## src/design/sgpg_pkg.sv

```systemverilog
package sgpg_pkg;

  localparam int STEP_W     = 10;
  localparam int RADIUS_W   = 24;
  localparam int POS_W      = 25;
  localparam int IDX_OUT_W  = 10;
  localparam int MAG_W      = 16;
  localparam int FRAC_W     = 30;
  localparam int Q_W        = 31;
  localparam int MUL_DIGIT  = 4;
  localparam int CFG_ADDR_W = 4;
  localparam int CFG_DATA_W = 32;
  localparam int XY_SHIFT   = 30;
  localparam int Z_SHIFT    = 15;
  localparam int MAG_SHIFT  = 15;

  localparam logic [1:0] REG_POLAR_STEPS   = 2'd0;
  localparam logic [1:0] REG_AZIMUTH_STEPS = 2'd1;
  localparam logic [1:0] REG_SPHERE_RADIUS = 2'd2;

  localparam logic [STEP_W-1:0]   POLAR_STEPS_RST   = 10'd10;
  localparam logic [STEP_W-1:0]   AZIMUTH_STEPS_RST = 10'd10;
  localparam logic [RADIUS_W-1:0] SPHERE_RADIUS_RST = 24'd6371000;

  localparam logic [Q_W-1:0]   Q30_ONE  = 31'h4000_0000;
  localparam logic [MAG_W-1:0] MAG_ONE  = 16'h8000;
  localparam logic [31:0]      MAG_HALF = 32'd16384;

  // odd polynomial for sin(z*pi/2), Q30, Horner order c0 - z2*(c1 - z2*(...))
  localparam logic [Q_W-1:0] POLY_C4 = 31'd172272;
  localparam logic [Q_W-1:0] POLY_COEF [4] = '{
    31'd1686629713, 31'd693598669, 31'd85569305, 31'd5026995
  };

  typedef struct packed {
    logic             neg;
    logic [MAG_W-1:0] mag;
  } sine_res_t;

  typedef enum logic [1:0] {
    SN_IDLE,
    SN_SQUARE,
    SN_HORNER,
    SN_FINAL
  } sine_state_t;

  typedef enum logic [2:0] {
    ST_IDLE,
    ST_DIV_POL,
    ST_DIV_AZ,
    ST_DIV_WRAP,
    ST_SINE,
    ST_SCALE,
    ST_OUT
  } gen_state_t;

endpackage

```

## src/design/sgpg_div.sv

```systemverilog
module sgpg_div #(
  parameter int NUM_W = 26,
  parameter int DEN_W = 10,
  parameter int QUO_W = 16
) (
  input  logic             clk,
  input  logic             rst_n,
  input  logic             start,
  input  logic [NUM_W-1:0] num,
  input  logic [DEN_W-1:0] den,
  output logic             done,
  output logic [QUO_W-1:0] quo,
  output logic [DEN_W-1:0] rem
);

  localparam int CNT_W = $clog2(NUM_W + 1);

  logic [NUM_W-1:0] num_r, num_nxt;
  logic [DEN_W-1:0] rem_r, rem_nxt;
  logic [DEN_W-1:0] den_r, den_nxt;
  logic [CNT_W-1:0] cnt_r, cnt_nxt;
  logic             busy_r, busy_nxt;
  logic             done_r, done_nxt;
  logic [DEN_W:0]   trial;
  logic [DEN_W:0]   diff;
  logic             ge;

  // restoring division, one quotient bit per cycle; quotient shifts in behind the numerator
  always_comb begin
    trial    = {rem_r, num_r[NUM_W-1]};
    diff     = trial - {1'b0, den_r};
    ge       = (trial >= {1'b0, den_r});
    num_nxt  = num_r;
    rem_nxt  = rem_r;
    den_nxt  = den_r;
    cnt_nxt  = cnt_r;
    busy_nxt = busy_r;
    done_nxt = 1'b0;
    if (start) begin
      num_nxt  = num;
      rem_nxt  = '0;
      den_nxt  = den;
      cnt_nxt  = CNT_W'(NUM_W);
      busy_nxt = 1'b1;
    end else if (busy_r) begin
      num_nxt = {num_r[NUM_W-2:0], ge};
      rem_nxt = ge ? diff[DEN_W-1:0] : trial[DEN_W-1:0];
      cnt_nxt = cnt_r - 1'b1;
      if (cnt_r == CNT_W'(1)) begin
        busy_nxt = 1'b0;
        done_nxt = 1'b1;
      end
    end
  end

  always_ff @(posedge clk) begin
    if (!rst_n) begin
      cnt_r  <= '0;
      busy_r <= 1'b0;
      done_r <= 1'b0;
    end else begin
      cnt_r  <= cnt_nxt;
      busy_r <= busy_nxt;
      done_r <= done_nxt;
    end
  end

  always_ff @(posedge clk) begin
    num_r <= num_nxt;
    rem_r <= rem_nxt;
    den_r <= den_nxt;
  end

  assign done = done_r;
  assign quo  = num_r[QUO_W-1:0];
  assign rem  = rem_r;

endmodule

```

## src/design/sgpg_mul.sv

```systemverilog
module sgpg_mul #(
  parameter int A_W = 31,
  parameter int B_W = 31
) (
  input  logic               clk,
  input  logic               rst_n,
  input  logic               start,
  input  logic [A_W-1:0]     a,
  input  logic [B_W-1:0]     b,
  output logic               done,
  output logic [A_W+B_W-1:0] prod
);

  localparam int DIG   = sgpg_pkg::MUL_DIGIT;
  localparam int NDIG  = (B_W + DIG - 1) / DIG;
  localparam int BP_W  = NDIG * DIG;
  localparam int ACC_W = A_W + BP_W;
  localparam int CNT_W = $clog2(NDIG + 1);

  logic [A_W-1:0]     a_r, a_nxt;
  logic [BP_W-1:0]    b_r, b_nxt;
  logic [ACC_W-1:0]   acc_r, acc_nxt;
  logic [CNT_W-1:0]   cnt_r, cnt_nxt;
  logic               busy_r, busy_nxt;
  logic               done_r, done_nxt;
  logic [A_W+DIG-1:0] pp;

  // MSB-first, one digit of b per cycle
  always_comb begin
    pp       = a_r * b_r[BP_W-1 -: DIG];
    a_nxt    = a_r;
    b_nxt    = b_r;
    acc_nxt  = acc_r;
    cnt_nxt  = cnt_r;
    busy_nxt = busy_r;
    done_nxt = 1'b0;
    if (start) begin
      a_nxt    = a;
      b_nxt    = BP_W'(b);
      acc_nxt  = '0;
      cnt_nxt  = CNT_W'(NDIG);
      busy_nxt = 1'b1;
    end else if (busy_r) begin
      acc_nxt = (acc_r << DIG) + ACC_W'(pp);
      b_nxt   = b_r << DIG;
      cnt_nxt = cnt_r - 1'b1;
      if (cnt_r == CNT_W'(1)) begin
        busy_nxt = 1'b0;
        done_nxt = 1'b1;
      end
    end
  end

  always_ff @(posedge clk) begin
    if (!rst_n) begin
      cnt_r  <= '0;
      busy_r <= 1'b0;
      done_r <= 1'b0;
    end else begin
      cnt_r  <= cnt_nxt;
      busy_r <= busy_nxt;
      done_r <= done_nxt;
    end
  end

  always_ff @(posedge clk) begin
    a_r   <= a_nxt;
    b_r   <= b_nxt;
    acc_r <= acc_nxt;
  end

  assign done = done_r;
  assign prod = acc_r[A_W+B_W-1:0];

endmodule

```

## src/design/sgpg_sine.sv

```systemverilog
module sgpg_sine #(
  parameter int ANGLE_BITS = 16
) (
  input  logic                  clk,
  input  logic                  rst_n,
  input  logic                  start,
  input  logic [ANGLE_BITS-1:0] angle,
  output logic                  done,
  output sgpg_pkg::sine_res_t   res
);

  localparam int QW  = sgpg_pkg::Q_W;
  localparam int FW  = sgpg_pkg::FRAC_W;
  localparam int PW  = 2 * QW;
  localparam int PAD = 32 - ANGLE_BITS;

  sgpg_pkg::sine_state_t state_r, state_nxt;

  logic                      launch_r, launch_nxt;
  logic                      done_r, done_nxt;
  logic [1:0]                k_r, k_nxt;
  logic [QW-1:0]             z_r, z_nxt;
  logic [QW-1:0]             z2_r, z2_nxt;
  logic [QW-1:0]             t_r, t_nxt;
  logic                      neg_r, neg_nxt;
  logic [sgpg_pkg::MAG_W-1:0] mag_r, mag_nxt;
  logic [QW-2:0]             zq;
  logic [QW-1:0]             mul_a, mul_b;
  logic                      mul_start, mul_done;
  logic [PW-1:0]             mul_prod;
  logic [QW-1:0]             prod_q;
  logic [31:0]               s_rnd;
  logic [16:0]               m_full;

  sgpg_mul #(
    .A_W(QW),
    .B_W(QW)
  ) u_mul (
    .clk  (clk),
    .rst_n(rst_n),
    .start(mul_start),
    .a    (mul_a),
    .b    (mul_b),
    .done (mul_done),
    .prod (mul_prod)
  );

  always_comb begin
    state_nxt = state_r;
    case (state_r)
      sgpg_pkg::SN_IDLE: begin
        if (start) state_nxt = sgpg_pkg::SN_SQUARE;
      end
      sgpg_pkg::SN_SQUARE: begin
        if (mul_done) state_nxt = sgpg_pkg::SN_HORNER;
      end
      sgpg_pkg::SN_HORNER: begin
        if (mul_done && k_r == 2'd0) state_nxt = sgpg_pkg::SN_FINAL;
      end
      sgpg_pkg::SN_FINAL: begin
        if (mul_done) state_nxt = sgpg_pkg::SN_IDLE;
      end
      default: state_nxt = sgpg_pkg::SN_IDLE;
    endcase
  end

  always_comb begin
    mul_start = launch_r;
    case (state_r)
      sgpg_pkg::SN_SQUARE: begin
        mul_a = z_r;
        mul_b = z_r;
      end
      sgpg_pkg::SN_HORNER: begin
        mul_a = t_r;
        mul_b = z2_r;
      end
      sgpg_pkg::SN_FINAL: begin
        mul_a = t_r;
        mul_b = z_r;
      end
      default: begin
        mul_a = z_r;
        mul_b = z_r;
      end
    endcase
  end

  always_comb begin
    zq         = {angle[ANGLE_BITS-3:0], {PAD{1'b0}}};
    prod_q     = mul_prod[FW+QW-1:FW];
    s_rnd      = {1'b0, prod_q} + sgpg_pkg::MAG_HALF;
    m_full     = s_rnd[31:sgpg_pkg::MAG_SHIFT];
    launch_nxt = 1'b0;
    done_nxt   = 1'b0;
    k_nxt      = k_r;
    z_nxt      = z_r;
    z2_nxt     = z2_r;
    t_nxt      = t_r;
    neg_nxt    = neg_r;
    mag_nxt    = mag_r;
    if (state_r == sgpg_pkg::SN_IDLE && start) begin
      // fold into first quadrant
      z_nxt      = angle[ANGLE_BITS-2] ? (sgpg_pkg::Q30_ONE - {1'b0, zq}) : {1'b0, zq};
      neg_nxt    = angle[ANGLE_BITS-1];
      launch_nxt = 1'b1;
    end
    if (mul_done) begin
      case (state_r)
        sgpg_pkg::SN_SQUARE: begin
          z2_nxt     = prod_q;
          t_nxt      = sgpg_pkg::POLY_C4;
          k_nxt      = 2'd3;
          launch_nxt = 1'b1;
        end
        sgpg_pkg::SN_HORNER: begin
          t_nxt      = sgpg_pkg::POLY_COEF[k_r] - prod_q;
          k_nxt      = k_r - 2'd1;
          launch_nxt = 1'b1;
        end
        sgpg_pkg::SN_FINAL: begin
          mag_nxt  = (m_full > 17'(sgpg_pkg::MAG_ONE)) ? sgpg_pkg::MAG_ONE
                                                      : m_full[sgpg_pkg::MAG_W-1:0];
          done_nxt = 1'b1;
        end
        default: begin
        end
      endcase
    end
  end

  always_ff @(posedge clk) begin
    if (!rst_n) begin
      state_r  <= sgpg_pkg::SN_IDLE;
      launch_r <= 1'b0;
      done_r   <= 1'b0;
      k_r      <= '0;
    end else begin
      state_r  <= state_nxt;
      launch_r <= launch_nxt;
      done_r   <= done_nxt;
      k_r      <= k_nxt;
    end
  end

  always_ff @(posedge clk) begin
    z_r   <= z_nxt;
    z2_r  <= z2_nxt;
    t_r   <= t_nxt;
    neg_r <= neg_nxt;
    mag_r <= mag_nxt;
  end

  assign done    = done_r;
  assign res.neg = neg_r;
  assign res.mag = mag_r;

endmodule

```

## src/design/sphere_grid_point_generator.sv

```systemverilog
// Latitude/longitude grid point generator. Each request produces the next grid point on a
// sphere of radius sphere_radius as rounded x/y/z metres, together with the polar and
// azimuth indices used; the polar index steps first and wraps to 0 past polar_steps, then
// the azimuth index advances modulo azimuth_steps, and restart=1 zeroes both before the
// point is made. One request is worked on at a time, and a finished point waits in the
// output register while the next request is taken. A new request is accepted only once
// the previous one is through, and later while the previous point still waits in the
// output register. Each request takes three passes of the bit-serial divider (two angles
// and the azimuth wrap), four sine evaluations of six 4-bit-digit serial products each,
// four radius products, an output state and an idle state.
module sphere_grid_point_generator #(
  parameter int ANGLE_BITS = 16,
  parameter int INDEX_BITS = 10
) (
  input  logic                                clk,
  input  logic                                rst_n,
  input  logic                                in_valid,
  output logic                                in_ready,
  input  logic                                in_restart,
  output logic                                out_valid,
  input  logic                                out_ready,
  output logic signed [sgpg_pkg::POS_W-1:0]   out_x_pos,
  output logic signed [sgpg_pkg::POS_W-1:0]   out_y_pos,
  output logic signed [sgpg_pkg::POS_W-1:0]   out_z_pos,
  output logic [sgpg_pkg::IDX_OUT_W-1:0]      out_polar_index_out,
  output logic [sgpg_pkg::IDX_OUT_W-1:0]      out_azimuth_index_out,
  input  logic                                psel,
  input  logic                                penable,
  input  logic                                pwrite,
  input  logic [sgpg_pkg::CFG_ADDR_W-1:0]     paddr,
  input  logic [sgpg_pkg::CFG_DATA_W-1:0]     pwdata,
  output logic [sgpg_pkg::CFG_DATA_W-1:0]     prdata,
  output logic                                pready
);

  localparam int SW    = sgpg_pkg::STEP_W;
  localparam int RW    = sgpg_pkg::RADIUS_W;
  localparam int MW    = sgpg_pkg::MAG_W;
  localparam int PW    = sgpg_pkg::POS_W;
  localparam int NUM_W = INDEX_BITS + ANGLE_BITS;
  localparam int CMP_W = (INDEX_BITS + 1 > SW) ? INDEX_BITS + 1 : SW;
  localparam int RS_W  = RW + MW;
  localparam int SC_W  = RS_W + MW;
  localparam logic [ANGLE_BITS-1:0] ANG_QUARTER = {2'b01, {(ANGLE_BITS-2){1'b0}}};

  sgpg_pkg::gen_state_t state_r, state_nxt;

  logic                  launch_r, launch_nxt;
  logic [1:0]            step_r, step_nxt;
  logic [INDEX_BITS-1:0] polar_index_r, polar_index_nxt;
  logic [INDEX_BITS-1:0] azimuth_index_r, azimuth_index_nxt;
  logic [INDEX_BITS-1:0] cur_pidx_r, cur_pidx_nxt;
  logic [INDEX_BITS-1:0] cur_aidx_r, cur_aidx_nxt;
  logic [ANGLE_BITS-1:0] pol_r, pol_nxt;
  logic [ANGLE_BITS-1:0] az_r, az_nxt;
  sgpg_pkg::sine_res_t   sp_r, sp_nxt;
  sgpg_pkg::sine_res_t   cp_r, cp_nxt;
  sgpg_pkg::sine_res_t   sa_r, sa_nxt;
  sgpg_pkg::sine_res_t   ca_r, ca_nxt;
  logic [RS_W-1:0]       rs_r, rs_nxt;
  logic signed [PW-1:0]  xs_r, xs_nxt;
  logic signed [PW-1:0]  ys_r, ys_nxt;
  logic signed [PW-1:0]  zs_r, zs_nxt;
  logic                  out_valid_r, out_valid_nxt;
  logic signed [PW-1:0]  out_x_r, out_x_nxt;
  logic signed [PW-1:0]  out_y_r, out_y_nxt;
  logic signed [PW-1:0]  out_z_r, out_z_nxt;
  logic [sgpg_pkg::IDX_OUT_W-1:0] out_pidx_r, out_pidx_nxt;
  logic [sgpg_pkg::IDX_OUT_W-1:0] out_aidx_r, out_aidx_nxt;
  logic [SW-1:0]         polar_steps_r, azimuth_steps_r;
  logic [RW-1:0]         radius_r;

  logic                  accept;
  logic                  cfg_wr;
  logic [1:0]            cfg_idx;
  logic [SW-1:0]         ps_eff, as_eff;
  logic                  unit_done;
  logic                  out_free;

  logic                  div_start, div_done;
  logic [NUM_W-1:0]      div_num;
  logic [SW-1:0]         div_den;
  logic [ANGLE_BITS-1:0] div_quo;
  logic [SW-1:0]         div_rem;

  logic                  sine_start, sine_done;
  logic [ANGLE_BITS-1:0] sine_ang;
  sgpg_pkg::sine_res_t   sine_res;

  logic                  mul_start, mul_done;
  logic [RS_W-1:0]       mul_a;
  logic [MW-1:0]         mul_b;
  logic [SC_W-1:0]       mul_prod;

  logic [CMP_W-1:0]      pnext;
  logic                  pwrap;
  logic [SC_W-1:0]       rnd_xy, rnd_z;
  logic [PW-1:0]         mag_xy, mag_z;

  sgpg_div #(
    .NUM_W(NUM_W),
    .DEN_W(SW),
    .QUO_W(ANGLE_BITS)
  ) u_div (
    .clk  (clk),
    .rst_n(rst_n),
    .start(div_start),
    .num  (div_num),
    .den  (div_den),
    .done (div_done),
    .quo  (div_quo),
    .rem  (div_rem)
  );

  sgpg_sine #(
    .ANGLE_BITS(ANGLE_BITS)
  ) u_sine (
    .clk  (clk),
    .rst_n(rst_n),
    .start(sine_start),
    .angle(sine_ang),
    .done (sine_done),
    .res  (sine_res)
  );

  sgpg_mul #(
    .A_W(RS_W),
    .B_W(MW)
  ) u_mul (
    .clk  (clk),
    .rst_n(rst_n),
    .start(mul_start),
    .a    (mul_a),
    .b    (mul_b),
    .done (mul_done),
    .prod (mul_prod)
  );

  assign accept   = in_valid && in_ready;
  assign cfg_wr   = psel && penable && pwrite;
  assign cfg_idx  = paddr[sgpg_pkg::CFG_ADDR_W-1:2];
  assign ps_eff   = (polar_steps_r == '0) ? SW'(1) : polar_steps_r;
  assign as_eff   = (azimuth_steps_r == '0) ? SW'(1) : azimuth_steps_r;
  assign out_free = !out_valid_r || out_ready;

  always_comb begin
    case (state_r)
      sgpg_pkg::ST_DIV_POL,
      sgpg_pkg::ST_DIV_AZ,
      sgpg_pkg::ST_DIV_WRAP: unit_done = div_done;
      sgpg_pkg::ST_SINE:     unit_done = sine_done;
      sgpg_pkg::ST_SCALE:    unit_done = mul_done;
      default:               unit_done = 1'b0;
    endcase
  end

  // next state
  always_comb begin
    state_nxt = state_r;
    case (state_r)
      sgpg_pkg::ST_IDLE: begin
        if (accept) state_nxt = sgpg_pkg::ST_DIV_POL;
      end
      sgpg_pkg::ST_DIV_POL: begin
        if (div_done) state_nxt = sgpg_pkg::ST_DIV_AZ;
      end
      sgpg_pkg::ST_DIV_AZ: begin
        if (div_done) state_nxt = sgpg_pkg::ST_DIV_WRAP;
      end
      sgpg_pkg::ST_DIV_WRAP: begin
        if (div_done) state_nxt = sgpg_pkg::ST_SINE;
      end
      sgpg_pkg::ST_SINE: begin
        if (sine_done && step_r == 2'd3) state_nxt = sgpg_pkg::ST_SCALE;
      end
      sgpg_pkg::ST_SCALE: begin
        if (mul_done && step_r == 2'd3) state_nxt = sgpg_pkg::ST_OUT;
      end
      sgpg_pkg::ST_OUT: begin
        if (out_free) state_nxt = sgpg_pkg::ST_IDLE;
      end
      default: state_nxt = sgpg_pkg::ST_IDLE;
    endcase
  end

  // unit control and operand select
  always_comb begin
    in_ready   = (state_r == sgpg_pkg::ST_IDLE);
    div_start  = launch_r && (state_r inside {sgpg_pkg::ST_DIV_POL, sgpg_pkg::ST_DIV_AZ,
                                              sgpg_pkg::ST_DIV_WRAP});
    sine_start = launch_r && (state_r == sgpg_pkg::ST_SINE);
    mul_start  = launch_r && (state_r == sgpg_pkg::ST_SCALE);

    case (state_r)
      sgpg_pkg::ST_DIV_POL: begin
        div_num = (NUM_W'(cur_pidx_r) << (ANGLE_BITS - 1)) + NUM_W'(ps_eff[SW-1:1]);
        div_den = ps_eff;
      end
      sgpg_pkg::ST_DIV_AZ: begin
        div_num = (NUM_W'(cur_aidx_r) << ANGLE_BITS) + NUM_W'(as_eff[SW-1:1]);
        div_den = as_eff;
      end
      default: begin
        div_num = NUM_W'(cur_aidx_r) + NUM_W'(1);
        div_den = as_eff;
      end
    endcase

    case (step_r)
      2'd0:    sine_ang = pol_r;
      2'd1:    sine_ang = pol_r + ANG_QUARTER;
      2'd2:    sine_ang = az_r;
      default: sine_ang = az_r + ANG_QUARTER;
    endcase

    case (step_r)
      2'd0: begin
        mul_a = RS_W'(radius_r);
        mul_b = sp_r.mag;
      end
      2'd1: begin
        mul_a = rs_r;
        mul_b = ca_r.mag;
      end
      2'd2: begin
        mul_a = rs_r;
        mul_b = sa_r.mag;
      end
      default: begin
        mul_a = RS_W'(radius_r);
        mul_b = cp_r.mag;
      end
    endcase
  end

  // datapath
  always_comb begin
    pnext  = CMP_W'(cur_pidx_r) + CMP_W'(1);
    pwrap  = pnext > CMP_W'(ps_eff);
    rnd_xy = mul_prod + (SC_W'(1) << (sgpg_pkg::XY_SHIFT - 1));
    rnd_z  = mul_prod + (SC_W'(1) << (sgpg_pkg::Z_SHIFT - 1));
    mag_xy = rnd_xy[PW+sgpg_pkg::XY_SHIFT-1:sgpg_pkg::XY_SHIFT];
    mag_z  = rnd_z[PW+sgpg_pkg::Z_SHIFT-1:sgpg_pkg::Z_SHIFT];

    launch_nxt        = accept || (unit_done && state_nxt != sgpg_pkg::ST_OUT);
    step_nxt          = step_r;
    polar_index_nxt   = polar_index_r;
    azimuth_index_nxt = azimuth_index_r;
    cur_pidx_nxt      = cur_pidx_r;
    cur_aidx_nxt      = cur_aidx_r;
    pol_nxt           = pol_r;
    az_nxt            = az_r;
    sp_nxt            = sp_r;
    cp_nxt            = cp_r;
    sa_nxt            = sa_r;
    ca_nxt            = ca_r;
    rs_nxt            = rs_r;
    xs_nxt            = xs_r;
    ys_nxt            = ys_r;
    zs_nxt            = zs_r;

    if (accept) begin
      cur_pidx_nxt = in_restart ? '0 : polar_index_r;
      cur_aidx_nxt = in_restart ? '0 : azimuth_index_r;
      step_nxt     = 2'd0;
    end

    if (unit_done) begin
      case (state_r)
        sgpg_pkg::ST_DIV_POL: pol_nxt = div_quo;
        sgpg_pkg::ST_DIV_AZ:  az_nxt  = div_quo;
        sgpg_pkg::ST_DIV_WRAP: begin
          if (pwrap) begin
            polar_index_nxt   = '0;
            azimuth_index_nxt = INDEX_BITS'(div_rem);
          end else begin
            polar_index_nxt   = pnext[INDEX_BITS-1:0];
            azimuth_index_nxt = cur_aidx_r;
          end
        end
        sgpg_pkg::ST_SINE: begin
          case (step_r)
            2'd0:    sp_nxt = sine_res;
            2'd1:    cp_nxt = sine_res;
            2'd2:    sa_nxt = sine_res;
            default: ca_nxt = sine_res;
          endcase
          step_nxt = step_r + 2'd1;
        end
        sgpg_pkg::ST_SCALE: begin
          case (step_r)
            2'd0:    rs_nxt = mul_prod[RS_W-1:0];
            2'd1:    xs_nxt = (sp_r.neg ^ ca_r.neg) ? -$signed(mag_xy) : $signed(mag_xy);
            2'd2:    ys_nxt = (sp_r.neg ^ sa_r.neg) ? -$signed(mag_xy) : $signed(mag_xy);
            default: zs_nxt = cp_r.neg ? -$signed(mag_z) : $signed(mag_z);
          endcase
          step_nxt = step_r + 2'd1;
        end
        default: begin
        end
      endcase
    end
  end

  // output register
  always_comb begin
    out_valid_nxt = out_valid_r && !out_ready;
    out_x_nxt     = out_x_r;
    out_y_nxt     = out_y_r;
    out_z_nxt     = out_z_r;
    out_pidx_nxt  = out_pidx_r;
    out_aidx_nxt  = out_aidx_r;
    if (state_r == sgpg_pkg::ST_OUT && out_free) begin
      out_valid_nxt = 1'b1;
      out_x_nxt     = xs_r;
      out_y_nxt     = ys_r;
      out_z_nxt     = zs_r;
      out_pidx_nxt  = sgpg_pkg::IDX_OUT_W'(cur_pidx_r);
      out_aidx_nxt  = sgpg_pkg::IDX_OUT_W'(cur_aidx_r);
    end
  end

  always_comb begin
    case (cfg_idx)
      sgpg_pkg::REG_POLAR_STEPS:   prdata = sgpg_pkg::CFG_DATA_W'(polar_steps_r);
      sgpg_pkg::REG_AZIMUTH_STEPS: prdata = sgpg_pkg::CFG_DATA_W'(azimuth_steps_r);
      sgpg_pkg::REG_SPHERE_RADIUS: prdata = sgpg_pkg::CFG_DATA_W'(radius_r);
      default:                     prdata = '0;
    endcase
  end

  always_ff @(posedge clk) begin
    if (!rst_n) begin
      state_r         <= sgpg_pkg::ST_IDLE;
      launch_r        <= 1'b0;
      step_r          <= '0;
      polar_index_r   <= '0;
      azimuth_index_r <= '0;
      out_valid_r     <= 1'b0;
      polar_steps_r   <= sgpg_pkg::POLAR_STEPS_RST;
      azimuth_steps_r <= sgpg_pkg::AZIMUTH_STEPS_RST;
      radius_r        <= sgpg_pkg::SPHERE_RADIUS_RST;
    end else begin
      state_r         <= state_nxt;
      launch_r        <= launch_nxt;
      step_r          <= step_nxt;
      polar_index_r   <= polar_index_nxt;
      azimuth_index_r <= azimuth_index_nxt;
      out_valid_r     <= out_valid_nxt;
      if (cfg_wr) begin
        case (cfg_idx)
          sgpg_pkg::REG_POLAR_STEPS:   polar_steps_r   <= pwdata[SW-1:0];
          sgpg_pkg::REG_AZIMUTH_STEPS: azimuth_steps_r <= pwdata[SW-1:0];
          sgpg_pkg::REG_SPHERE_RADIUS: radius_r        <= pwdata[RW-1:0];
          default: begin
          end
        endcase
      end
    end
  end

  always_ff @(posedge clk) begin
    cur_pidx_r <= cur_pidx_nxt;
    cur_aidx_r <= cur_aidx_nxt;
    pol_r      <= pol_nxt;
    az_r       <= az_nxt;
    sp_r       <= sp_nxt;
    cp_r       <= cp_nxt;
    sa_r       <= sa_nxt;
    ca_r       <= ca_nxt;
    rs_r       <= rs_nxt;
    xs_r       <= xs_nxt;
    ys_r       <= ys_nxt;
    zs_r       <= zs_nxt;
    out_x_r    <= out_x_nxt;
    out_y_r    <= out_y_nxt;
    out_z_r    <= out_z_nxt;
    out_pidx_r <= out_pidx_nxt;
    out_aidx_r <= out_aidx_nxt;
  end

  assign pready                = 1'b1;
  assign out_valid             = out_valid_r;
  assign out_x_pos             = out_x_r;
  assign out_y_pos             = out_y_r;
  assign out_z_pos             = out_z_r;
  assign out_polar_index_out   = out_pidx_r;
  assign out_azimuth_index_out = out_aidx_r;

  a_accept_starts_div: assert property (@(posedge clk) disable iff (!rst_n)
    accept |=> div_start)
    else $error("request accepted but divider not started");

  a_single_unit_done: assert property (@(posedge clk) disable iff (!rst_n)
    $onehot0({div_done, sine_done, mul_done}))
    else $error("more than one unit finished in the same cycle");

  a_polar_index_bound: assert property (@(posedge clk) disable iff (!rst_n)
    (div_done && state_r == sgpg_pkg::ST_DIV_WRAP)
      |=> (CMP_W'(polar_index_r) <= CMP_W'($past(ps_eff))))
    else $error("polar index advanced past polar_steps");

  a_out_load_from_out_state: assert property (@(posedge clk) disable iff (!rst_n)
    (!out_valid_r ##1 out_valid_r) |-> $past(state_r == sgpg_pkg::ST_OUT))
    else $error("output loaded outside the output state");

endmodule

```

## config.mk

```make
export PLATFORM = sky130hd
export DESIGN_NAME = sphere_grid_point_generator
export DESIGN_NICKNAME = d
export VERILOG_FILES = /design/src/design/sgpg_pkg.sv /design/src/design/sgpg_div.sv /design/src/design/sgpg_mul.sv /design/src/design/sgpg_sine.sv /design/src/design/sphere_grid_point_generator.sv
export SDC_FILE = /design/constraint.sdc
export NUM_CORES = 2
export LEC_CHECK = 0
export BUFFER_PORTS_ARGS = -buffer_cell sky130_fd_sc_hd__buf_2
export CELL_PAD_IN_SITES_DETAIL_PLACEMENT = 1
export CELL_PAD_IN_SITES_GLOBAL_PLACEMENT = 1
export CORE_UTILIZATION = 51
export DETAILED_ROUTE_END_ITERATION = 8
export GPL_TIMING_DRIVEN = 1
export PLACE_DENSITY_LB_ADDON = 0.05
export SLEW_MARGIN = 20
export SYNTH_ARGS = -nofsm -noshare
export SYNTH_HDL_FRONTEND = slang
export SYNTH_SLANG_ARGS = --single-unit
```

## constraint.sdc

```tcl
create_clock -name clk -period 7.65 [get_ports clk]
set_clock_uncertainty 0.15 [all_clocks]
set_input_delay 1.53 -clock clk [delete_from_list [all_inputs] [get_ports clk]]
set_output_delay 1.53 -clock clk [all_outputs]
set_load 0.05 [all_outputs]
```

==> impl_summary.md <==
Min path
The path class of the tightest hold or removal check is register to register. The startpoint of the most critical hold path is zs_r[0]. The hold-critical path depth is 0. For hold timing, the worst endpoint is out_z_pos[0].

Setup path
The cell occurring most often along the worst timing path is fa_1. The worst register-to-register path begins at u_sine.u_mul.b_r[30]. The number of cells on the worst reg-to-reg path is 18. The worst register-to-register path ends at u_sine.u_mul.acc_r[49]. Counting both buffers and inverters, the worst setup path holds a total of 3.

The worst setup path is of the register to register kind. The type of destination of the critical path is a register. STA puts the critical path data arrival time at 7130 ps. The critical path goes through and2_1, fa_1, fa_1, inv_1, fa_1, inv_1, ha_1, nor2b_1, o31ai_1, a21boi_0, buf_4, a221oi_1, o211a_1, a31oi_1, o21ai_0, nor3_1, xnor2_1, a211oi_1. STA classifies the critical path startpoint as a register. On the worst path, the slowest cell contributes a delay of 980 ps. At the worst endpoint, the required time is 8070 ps. The family with the most delay on the worst path is compound AO/OA/AOI/OAI gates. The largest fanout of any net on the critical path is 31. The slack of the worst reg-to-reg path is 940 ps. The slowest cell on the critical path is edfxtp_1.

Placement
The congestion estimate from routability-driven global placement came to 0.8629. The number of placed instances, taps included, is 5602. The total half-perimeter wirelength after legalization and detailed placement is 85530 um.

The count of input and output buffers is 154.

Die
Measured along the x axis, the die boundary spans 304.8 um. 174 I/O pins were placed. The starting utilization of the core area is 0.5170.

The die covers 92870 sq um. The row count is 110. The placeable core region is 90420 sq um.

The height of the chip is 304.8 um.

Synth
The register area share after synthesis is 0.4664. The synthesized design contains 800 register bits. The prevailing post-synth register cell is edfxtp_1. The share of synthesized area in the top cell type comes to 0.3713. After synthesis, the mean cell area works out to 10.53 sq um.

For this run, asynchronously set or reset flops after synthesis account for 0. The netlist uses 89 different library cells. Counting every instance in the synthesized netlist gives 4440. For this run, the number of Yosys warnings is 0. In this run the cell area of the synthesized design comes to 46740 sq um.

By area the synthesized netlist is led by edfxtp_1 37%, dfxtp_1 9.5%, fa_1 8.8%. The largest total area in the synthesized netlist belongs to edfxtp_1. The number of synthesized flops with an enable pin is 578.

Timing
The final count of pins violating max slew is 0. The actual transition at the worst max-transition pin is 1128 ps. Timing would allow up to 149.1 MHz.

For the finished layout, the period the worst path requires is 6705 ps. The setup violation total in the final timing report is 0. The period utilization is 0.8765.

The worst-case headroom to the max-slew limit is 0.2483. The aggregate negative setup slack is 0 ps. Setup repair after global routing left no endpoint under its margin. The number of failing hold endpoints at the final stage is 0.

Global routing
The number of global-route vias before repair is 34460. In the global route stage, overall resource usage came out at 0.2579. The number of antenna violations at the first check in global routing is 0. Entering global routing, the biggest net connects 76 pins. The global-route wire length before repair is 191200 um. Global routing finished with a remaining overflow of 0.

CTS
TritonCTS built the clock tree. Clock tree synthesis selected as its root buffer the cell clkbuf_16. The number of H-tree levels is 3. The post-cts gate resize count is 0.

In this run, post-CTS hold repair placed 0 buffers. Clock-pin slew was measured on the worst setup and hold paths at 60 ps. At the later pin of the worst-skew pair, clock insertion delay measures 670 ps.

CTS saw 800 sinks. The post-CTS repair timing setup buffer count is 0. The buffer levels on the longest clock path is 3.

The TritonCTS buffer count is 90.

Drt
The highest metal layer carrying signal wires in the routed design is met4. The number of vias after detailed routing is 32400. The remaining number of nets flagged by the antenna check after routing is 0. The number of remaining DRC errors is 0. The wire length on met2 is 58260 um. The number of iterations in the first detailed-routing pass is 9. After detailed routing, the number of vias per cell comes to 5.612. The met1 routed wirelength after detailed routing is 54340 um. The sum of met3 wire segment lengths after detailed routing is 3883 um. The iteration-0 DRC count of the detailed router is 1783.

For this block, the routed nets add up to 118800 um of wire. In the final routed layout, each cell accounts on average for 20.59 um.

Power
The power density over the cells is 255.0 nW/um^2. IR analysis of the VDD net gives a maximum drop of 0.0001834 V. The share of total power dissipated in the clock network is 0.330. The leakage component of the power is 20.63 nW. Of the total power, the share spent switching nets is 0.3311. The switching power is 4.351 mW. Internal power comes to 8.790 mW. The part of the power in combinational logic is 0.263. The share of total power dissipated in sequential elements is 0.407.

Final layout
The most common library cell in the layout ignoring fill and taps is edfxtp_1. The layout-stage area growth over the synthesis result is 10.24%. The finished layout holds 5773 standard cells, fillers aside. The library cells used most frequently in the layout, excluding fill and tap cells, are 578 x edfxtp_1, 429 x inv_1, 351 x nand2_1. The net count reported at finish is 4936. 0 antenna diodes ended up in the layout.

The fraction of layout instances using a drive strength above 1 is 0.09963. After filler insertion, the fill cell instance count of the layout stands at 9706.

Status
The flow ran to the end, and the final reports show no timing, DRC or antenna violations.

Job
The tool flagged a number of max-cap violations equal to 0.
per-stage QoR:
stage / hold slack (ps) / instance area (sq um) / power [mW] / util / setup WS [ps]
4_1_cts: 269.6 / 51500 / 13.26 / 0.5696 / 930.9
6_report: 266.6 / 51530 / 13.14 / 0.5699 / 944.5
3_3_place_gp: 251.4 / 48540 / 8.755 / 0.5368 / 1157
2_1_floorplan: 250.3 / 46770 / 7.919 / - / 1071
5_1_grt: 273.3 / 51530 / 13.85 / 0.5699 / 594.1
3_5_place_dp: 255.6 / 48540 / 8.862 / 0.5368 / 990.9
layout make-up:
| class | count | area, sq um | area share |
|---|---|---|---|
| inverters | 432 | 1622 | 0.03147 |
| flip-flops and latches | 800 | 21810 | 0.4232 |
| clock buffers | 117 | 2454 | 0.04761 |
| repair buffers | 202 | 1147 | 0.02226 |
| clock inverters | 53 | 510.5 | 0.009906 |
| well taps | 1176 | 1471 | 0.02855 |
| multi-input cells | 2993 | 22520 | 0.4370 |
Yosys cell counts, types with 27 or more instances:
cell	instances
a21o_1	64
edfxtp_1	578
nand4_1	37
and2_1	333
a21oi_1	179
nand2_1	351
o21ai_0	183
nor2_1	302
dfxtp_1	222
ha_1	168
xor2_1	81
a31oi_1	31
nor2b_1	92
inv_1	431
nor3_1	58
mux2_2	50
and3_1	49
xnor2_1	221
nand3_1	79
mux2i_1	103
nand2b_1	29
a211oi_1	31
fa_1	205
o22ai_1	27
clkbuf_1	193
logic make-up after synthesis:
family,synth area share
xor+xnor,0.05658
flops,0.4664
compound gates,0.1019
other cells,0.0001607
fa+ha+maj,0.1328
buf+inv,0.05404
simple gates,0.1541
mux,0.03410
power by group through the flow:
| stage | logic (mW) | registers, mW | clock network (mW) |
|---|---|---|---|
| 2_1_floorplan | 2.77 | 5.15 | 0 |
| 3_3_place_gp | 3.33 | 5.42 | 0 |
| 3_5_place_dp | 3.43 | 5.43 | 0 |
| 4_1_cts | 3.46 | 5.35 | 4.45 |
| 5_1_grt | 3.87 | 5.39 | 4.58 |
| 6_report | 3.45 | 5.35 | 4.34 |
how the worst max path moves through the flow:
stage / from / end / slack (ps) / cells past startpoint
2_1_floorplan: out_ready / out_azimuth_index_out[0] / 1070 / 2
3_3_place_gp: u_sine.u_mul.b_r[30] / u_sine.u_mul.acc_r[53] / 1160 / 18
3_5_place_dp: u_sine.u_mul.b_r[30] / u_sine.u_mul.acc_r[59] / 990 / 18
4_1_cts: u_sine.u_mul.b_r[30] / u_sine.u_mul.acc_r[49] / 930 / 18
5_1_grt: u_sine.u_mul.b_r[30] / u_sine.u_mul.acc_r[59] / 590 / 18
6_report: u_sine.u_mul.b_r[30] / u_sine.u_mul.acc_r[49] / 940 / 18
worst register-to-register path, stage by stage (launching register included):
cell and delay [ps]:
edfxtp_1 980, and2_1 300, fa_1 450, fa_1 550, inv_1 60, fa_1 500
inv_1 50, ha_1 330, nor2b_1 170, o31ai_1 300, a21boi_0 170, buf_4 180
a221oi_1 600, o211a_1 370, a31oi_1 210, o21ai_0 700, nor3_1 130, xnor2_1 160
a211oi_1 250
sequential cells by signal, indices dropped and copies added (netlist names), 26 cells and up:
name / count
rs_r: 40
u_div.num_r: 26
u_mul.a_r: 40
u_mul.prod: 55
u_sine.t_r: 31
u_sine.u_mul.a_r: 31
u_sine.u_mul.acc_r: 61
u_sine.u_mul.b_r: 32
u_sine.z2_r: 31
layer usage:
metal	vias to the layer above	track usage
li1	15360	-
met1	16330	0.3487
met2	564	0.4445
met3	141	0.02768
met4	0	0.06166
met5	-	0
No activity file was read; power rests on OpenSTA's default activity.
